==> src/psac_pkg.sv <==
`timescale 1ns / 1ps
// ----------------------------------------------------------------------------
// psac_pkg
// Shared types and codes for the page span allocator: operation and status
// codes, controller states, and the command/status bundles between the
// controller and the datapath.
// ----------------------------------------------------------------------------
package psac_pkg;

  localparam logic FUNC_ALLOC = 1'b0;
  localparam logic FUNC_FREE  = 1'b1;

  typedef enum logic [1:0] {
    ST_OK        = 2'd0,
    ST_OOM       = 2'd1,
    ST_BAD_COUNT = 2'd2,
    ST_BAD_FREE  = 2'd3
  } status_t;

  typedef enum logic [4:0] {
    S_CLEAR, S_IDLE, S_DECODE, S_SCAN_RD, S_SCAN_CHK,
    S_U_RD, S_U_LINK, S_U_CLR, S_SPLIT_CHK, S_GRANT, S_MARK,
    S_P_RD, S_P_LINK, S_P_BACK,
    S_F_HEAD, S_F_LEN, S_F_NEXT_CHK, S_F_PREV, S_F_PREV_CHK, S_F_ADD, S_F_MERGE,
    S_OUT
  } state_t;

  // what the current unlink / mark / push sequence is working on
  typedef enum logic [2:0] {
    PH_TAKE, PH_SPLIT, PH_GRANT, PH_NEXT, PH_PREV, PH_MERGE
  } phase_t;

  typedef enum logic [4:0] {
    OP_NONE, OP_CLEAR, OP_LOAD, OP_SCAN_INIT, OP_SCAN_RD, OP_SCAN_NEXT, OP_TAKE,
    OP_U_RD, OP_U_LINK, OP_U_CLR,
    OP_MARK_SPLIT, OP_MARK_GRANT, OP_MARK_FREE, OP_MARK_STEP,
    OP_P_RD, OP_P_LINK, OP_P_BACK,
    OP_RD_PAGE, OP_F_HEAD, OP_F_LEN, OP_TGT_PI, OP_RD_PREV,
    OP_ADD_NEXT, OP_ADD_PREV, OP_OUT
  } op_t;

  typedef struct packed {
    op_t     op;
    status_t code;
  } cmd_t;

  typedef struct packed {
    logic func_free;
    logic bad_count;
    logic bad_page;
    logic clr_last;
    logic scan_hit;
    logic scan_last;
    logic pi_free;
    logic q_ok;
    logic split_ok;
    logic prev_above;
    logic mark_last;
    logic out_free;
  } sts_t;

endpackage

==> src/psac_ctrl.sv <==
`timescale 1ns / 1ps
// ----------------------------------------------------------------------------
// psac_ctrl
// Sequencer for the allocator: clearing pass, list scan, unlink, page
// marking, push, neighbour checks on free and result hand-off, one datapath command per cycle.
// ----------------------------------------------------------------------------
module psac_ctrl (
  input  logic            clk,
  input  logic            rst,
  input  logic            in_valid,
  output logic            in_stall,
  input  psac_pkg::sts_t  sts,
  output psac_pkg::cmd_t  cmd
);
  import psac_pkg::*;

  state_t  state, state_next;
  phase_t  ph, ph_next;
  status_t code, code_next;

  always_ff @(posedge clk) begin
    if (rst) begin
      state <= S_CLEAR;
      ph    <= PH_TAKE;
      code  <= ST_OK;
    end else begin
      state <= state_next;
      ph    <= ph_next;
      code  <= code_next;
    end
  end

  always_comb begin
    state_next = state;
    ph_next    = ph;
    code_next  = code;
    cmd.op     = OP_NONE;
    cmd.code   = code;
    in_stall   = 1'b1;
    case (state)
      S_CLEAR: begin
        cmd.op = OP_CLEAR;
        if (sts.clr_last) state_next = S_IDLE;
      end
      S_IDLE: begin
        in_stall = 1'b0;
        if (in_valid) begin
          cmd.op     = OP_LOAD;
          state_next = S_DECODE;
        end
      end
      S_DECODE: begin
        if (sts.func_free) begin
          if (sts.bad_page) begin
            code_next  = ST_BAD_FREE;
            state_next = S_OUT;
          end else begin
            cmd.op     = OP_RD_PAGE;
            state_next = S_F_HEAD;
          end
        end else if (sts.bad_count) begin
          code_next  = ST_BAD_COUNT;
          state_next = S_OUT;
        end else begin
          cmd.op     = OP_SCAN_INIT;
          state_next = S_SCAN_RD;
        end
      end
      S_SCAN_RD: begin
        cmd.op     = OP_SCAN_RD;
        state_next = S_SCAN_CHK;
      end
      S_SCAN_CHK: begin
        if (sts.scan_hit) begin
          cmd.op     = OP_TAKE;
          ph_next    = PH_TAKE;
          state_next = S_U_RD;
        end else if (sts.scan_last) begin
          code_next  = ST_OOM;
          state_next = S_OUT;
        end else begin
          cmd.op     = OP_SCAN_NEXT;
          state_next = S_SCAN_RD;
        end
      end
      S_U_RD: begin
        cmd.op     = OP_U_RD;
        state_next = S_U_LINK;
      end
      S_U_LINK: begin
        cmd.op     = OP_U_LINK;
        state_next = S_U_CLR;
      end
      S_U_CLR: begin
        cmd.op     = OP_U_CLR;
        state_next = (ph == PH_TAKE) ? S_SPLIT_CHK : S_F_ADD;
      end
      S_SPLIT_CHK: begin
        state_next = S_MARK;
        if (sts.split_ok) begin
          cmd.op  = OP_MARK_SPLIT;
          ph_next = PH_SPLIT;
        end else begin
          cmd.op  = OP_MARK_GRANT;
          ph_next = PH_GRANT;
        end
      end
      S_GRANT: begin
        cmd.op     = OP_MARK_GRANT;
        ph_next    = PH_GRANT;
        state_next = S_MARK;
      end
      S_MARK: begin
        cmd.op = OP_MARK_STEP;
        if (sts.mark_last) begin
          if (ph == PH_GRANT) begin
            code_next  = ST_OK;
            state_next = S_OUT;
          end else begin
            state_next = S_P_RD;
          end
        end
      end
      S_P_RD: begin
        cmd.op     = OP_P_RD;
        state_next = S_P_LINK;
      end
      S_P_LINK: begin
        cmd.op     = OP_P_LINK;
        state_next = S_P_BACK;
      end
      S_P_BACK: begin
        cmd.op = OP_P_BACK;
        if (ph == PH_SPLIT) begin
          state_next = S_GRANT;
        end else begin
          code_next  = ST_OK;
          state_next = S_OUT;
        end
      end
      S_F_HEAD: begin
        if (sts.pi_free) begin
          code_next  = ST_BAD_FREE;
          state_next = S_OUT;
        end else begin
          cmd.op     = OP_F_HEAD;
          state_next = S_F_LEN;
        end
      end
      S_F_LEN: begin
        cmd.op     = OP_F_LEN;
        state_next = S_F_NEXT_CHK;
      end
      S_F_NEXT_CHK: begin
        if (sts.q_ok && sts.pi_free) begin
          cmd.op     = OP_TGT_PI;
          ph_next    = PH_NEXT;
          state_next = S_U_RD;
        end else begin
          state_next = S_F_PREV;
        end
      end
      S_F_PREV: begin
        if (sts.prev_above) begin
          cmd.op     = OP_RD_PREV;
          state_next = S_F_PREV_CHK;
        end else begin
          state_next = S_F_MERGE;
        end
      end
      S_F_PREV_CHK: begin
        if (sts.pi_free) begin
          cmd.op     = OP_TGT_PI;
          ph_next    = PH_PREV;
          state_next = S_U_RD;
        end else begin
          state_next = S_F_MERGE;
        end
      end
      S_F_ADD: begin
        if (ph == PH_PREV) begin
          cmd.op     = OP_ADD_PREV;
          state_next = S_F_MERGE;
        end else begin
          cmd.op     = OP_ADD_NEXT;
          state_next = S_F_PREV;
        end
      end
      S_F_MERGE: begin
        cmd.op     = OP_MARK_FREE;
        ph_next    = PH_MERGE;
        state_next = S_MARK;
      end
      S_OUT: begin
        if (sts.out_free) begin
          cmd.op     = OP_OUT;
          state_next = S_IDLE;
        end
      end
      default: state_next = S_IDLE;
    endcase
  end

endmodule

==> config.mk <==
export PLATFORM = sky130hd
export DESIGN_NAME = psac_ctrl
export DESIGN_NICKNAME = d
export VERILOG_FILES = /design/src/psac_pkg.sv /design/src/psac_ctrl.sv
export SDC_FILE = /design/constraint.sdc
export NUM_CORES = 1
export LEC_CHECK = 0
export BUFFER_PORTS_ARGS = -buffer_cell sky130_fd_sc_hd__buf_2
export CAP_MARGIN = 20
export CORE_UTILIZATION = 40
export CTS_CLUSTER_DIAMETER = 100
export CTS_CLUSTER_SIZE = 30
export DETAILED_ROUTE_END_ITERATION = 16
export PLACE_DENSITY_LB_ADDON = 0.25
export SKIP_CTS_REPAIR_TIMING = 1
export SLEW_MARGIN = 20
export SYNTH_ARGS = -nofsm -noshare
export SYNTH_HDL_FRONTEND = slang
export SYNTH_SLANG_ARGS = --single-unit
==> constraint.sdc <==
create_clock -name clk -period 2.82 [get_ports clk]
set_input_delay 0.141 -clock clk [delete_from_list [all_inputs] [get_ports clk]]
set_output_delay 0.141 -clock clk [all_outputs]
set_load 0.03 [all_outputs]
==> impl_summary.log <==
[metrics] kind of end point of the critical path: output port
[metrics] TritonCTS buffer count: 3
[metrics] clock tree from TritonCTS: done
[metrics] Routability Congestion: 0.9531
[metrics] flip-flop and latch count after synthesis: 10
[metrics] mux share of post-synthesis cell area: under 10%
[metrics] number of filler cells placed in the layout: 356
[metrics] post-placement cell count: around 260
[metrics] number of buffer and inverter stages on the critical path: 1
[metrics] Pins Over Slew Limit: 0
[metrics] H-tree depth: 1
[metrics] family with the most delay on the worst path: flip-flops
[metrics] worst min-delay path category: in2reg
[metrics] Cells after Synth: between 200 and 250
[metrics] WS Path Type: reg2out
[metrics] crit share post-route: 89.26%
[metrics] setup clock skew after layout: 0.007980 ns
[metrics] standard-cell rows: 20
[metrics] TritonCTS Sinks: 10
[metrics] vias: roughly 1700
[metrics] Worst Hold Launch: rst
[metrics] worst setup slack after layout: 0.3029 ns
[metrics] Min-Delay Path Depth: 2
[metrics] Reg2Reg Launch Point: state[2]$_SDFFE_PP0P_
[metrics] post-layout instance count excluding filler cells: 264
[metrics] total gr overflow: 0
[metrics] Max Root-Sink Buffers: 2
[metrics] Hold Violations, Final: 0
[metrics] sequential fraction of the synthesis area: about 15%
[metrics] most area-consuming cells after synthesis: dfxtp_1 (15%), nand2_1 (5.7%), a21oi_1 (5.5%)
[metrics] Area after DPL: 0.001513 mm^2
[metrics] synthesized area per cell: slightly below 7 um^2
[metrics] adder-cell area share of the yosys netlist: 0%
[metrics] maximum number of pins on one net before global-route repair: 21
[metrics] routed length per placed instance: between 15 and 20 um
[metrics] drt pass-1 iters: 6
[metrics] power density over the cells: between 200 and 250 mW/mm^2
[metrics] total DRC errors in the routed layout: 0
[metrics] share of flip-flops with an asynchronous set or reset after synthesis: 0%
[metrics] final design instance area without fill: 0.001535 mm^2
[metrics] chip height: between 60 and 70 um
[metrics] CTS Root Cell: clkbuf_4
[metrics] final count of negative-setup-slack endpoints: 0
[metrics] IO Port Bufs: 22
[metrics] ANT nets after route: 0
[metrics] count of different cell masters after synthesis: 54
[metrics] number of global-route vias before repair: between 1500 and 2000
[metrics] max-cap violation count: 0
[metrics] initial core utilization: between 40% and 50%
[metrics] register clock-pin slew on the reported worst setup and hold paths: 0.07 ns
[metrics] Final HPWL DP: about 3.6 mm
[metrics] share of cells above drive strength 1: a little under a fifth
[metrics] terminus of the critical flop-to-flop path: state[4]$_SDFFE_PP0P_
[metrics] worst endpoint data arrival time: 2.38 ns
[metrics] Avg Vias per Cell: 6.602
[metrics] primary flip-flop cell chosen by synthesis mapping: dfxtp_1
[metrics] overall global routing resource usage: 28.54%
[metrics] number of DRC markers in iteration 0: approximately 190
[metrics] area share of and/or/nand/nor cells after synthesis: a little over a third
[metrics] cell area after synthesis: around 0.0014 mm^2
[metrics] worst slew margin relative to its limit: 56.89%
[metrics] post-synth top area share: 14.60%
[metrics] outcome: finished, final reports clean
[metrics] register-to-register path setup slack: ~0.54 ns
[metrics] type of element launching the critical path: flip-flop
[metrics] combinational family with the most area after synthesis: compound AO/OA/AOI/OAI gates
[metrics] Synth Area in XOR/XNOR: 0%
[metrics] cells on worst reg2reg path: 5
[metrics] number of synthesis warnings: 0
[metrics] Min-Delay Endpoint: ph[2]$_SDFFE_PP0P_
[metrics] final total negative setup slack: 0 ns
[metrics] number of enable flip-flop cells after synthesis: 0
[metrics] number of nets in the synthesized netlist: 219
[metrics] overall power consumption: approximately 0.00037 W
[metrics] aggregate routed wire length: between 4 and 5 mm
[metrics] leakage power summed over all cells: between 0.5 and 0.6 nW
[metrics] growth of design area from synthesis to finish: 11.95%
[metrics] cell with the biggest individual delay on the critical path: dfxtp_1
[metrics] worst ir drop on vdd: approximately 0.14 mV
[metrics] Compound-Gate Fraction of Synth Area: approximately two fifths
[metrics] # IOs: 23
[metrics] biggest area consumer among synthesized cells: dfxtp_1
[metrics] CP peak stage delay: between 0.7 and 0.8 ns
[metrics] clock insertion delay at the later pin of the skew report: ~0.27 ns
[metrics] total die area: roughly 0.0037 mm^2
[metrics] top achievable clock speed: between 300 and 400 MHz
[metrics] slew at the pin closest to its max-slew limit: 0.6458 ns
[metrics] worst-path cell chain: nor2b_1 -> or2_1 -> a211oi_1 -> o21ai_0 -> a221o_1 -> buf_2
[metrics] Core Area: 0.003153 mm^2
[metrics] post-layout net count: ~240
[metrics] Antenna Diode Count: 0
[metrics] worst-case setup slack after placement: ~0.65 ns
[metrics] antenna violations before repair: 0
[metrics] worst-path fanout max: 18
[metrics] data required time of the worst path: ~2.7 ns
[metrics] setup repair after global routing missed its margin: false
[metrics] Crit. Startpoint: state[2]$_SDFFE_PP0P_
[metrics] min cycle time layout: 2.517 ns
[metrics] horizontal die dimension: 60.55 um
[metrics] first-pass GRT wire length: roughly 8 mm
## layout by cell type, fill, tap and decap left out, types with 5 or more instances in the layout
| cell | n |
|---|---|
| a211oi_1 | 6 |
| nand2_1 | 21 |
| nor3_1 | 6 |
| buf_4 | 8 |
| o21ai_0 | 15 |
| nand2b_1 | 8 |
| a21oi_1 | 15 |
| nand3_1 | 9 |
| buf_2 | 22 |
| nor2_1 | 14 |
| dfxtp_1 | 10 |
| mux2i_1 | 5 |
| nor2b_1 | 7 |
| a31oi_1 | 6 |
## layer usage
metal	part of all wire [%]	wire, um	track usage (%)	up-vias
li1	-	-	-	816
met1	43	2041	40.59	815
met2	45	2154	42.86	102
met3	10	496	6.610	10
met4	1.8	85	8.442	0
met5	0	0	0	-
## power breakdown
| part | switching [W] | internal, W | total, W |
|---|---|---|---|
| logic | 0.0000782 | 0.0000422 | 0.000120 |
| clock network | 0.0000487 | 0.0000493 | 0.0000980 |
| registers | 0.00000994 | 0.000144 | 0.000154 |
## worst reg2reg max path, cell delays in order, from the launching register on
cell      delay (ns)
dfxtp_1         0.74
nor2b_1         0.53
nand2_1         0.18
or3_1           0.38
o21a_1          0.13
a311oi_1        0.24
## cell families after synthesis
kind of cell    count (synthesis)
simple gates                   89
compound gates                 78
buf+inv                        22
mux                             5
flops                          10
## worst max path at each step
stage / endpoint / cells past startpoint
3_5_place_dp: state[4]$_SDFFE_PP0P_ / 5
5_1_grt: cmd[2] / 6
2_1_floorplan: cmd[6] / 5
3_3_place_gp: state[1]$_SDFFE_PP0P_ / 5
4_1_cts: cmd[2] / 6
6_report: cmd[2] / 6
## metrics by stage
step / hold WS, ns / utilization (%)
2_1_floorplan: 0.3245 / -
3_3_place_gp: 0.4626 / 47.98
3_5_place_dp: 0.4720 / 47.98
4_1_cts: 0.1949 / 48.69
5_1_grt: 0.2144 / 48.69
6_report: 0.2073 / 48.69
## sequential cells by signal, summed over array words and instances, names as in the netlist
register,count
code,2
ph,3
state,5
## cell type report
cell class,count,area [um^2],area share (%)
multi-input combinational,172,1069,69.60
sequential,10,200.2,13.04
inverter,5,18.77,1.222
tap,44,55.05,3.586
timing repair buffer,30,170.2,11.08
clock buffer,3,22.52,1.467
## synth_stat cells, types with 3 or more instances
| master | number |
|---|---|
| o22ai_1 | 4 |
| buf_2 | 10 |
| a311oi_1 | 4 |
| a21oi_1 | 15 |
| nor2b_1 | 7 |
| mux2i_1 | 5 |
| clkbuf_1 | 4 |
| o21a_1 | 3 |
| nor4_1 | 4 |
| a211oi_1 | 6 |
| inv_1 | 3 |
| nand2b_1 | 8 |
| nand3_1 | 9 |
| nor2_1 | 14 |
| a31oi_1 | 6 |
| a211o_1 | 4 |
| dfxtp_1 | 10 |
| o311ai_0 | 4 |
| nor3_1 | 6 |
| o21ai_0 | 15 |
| nand2_1 | 21 |
(Power assumes the default switching activity.)
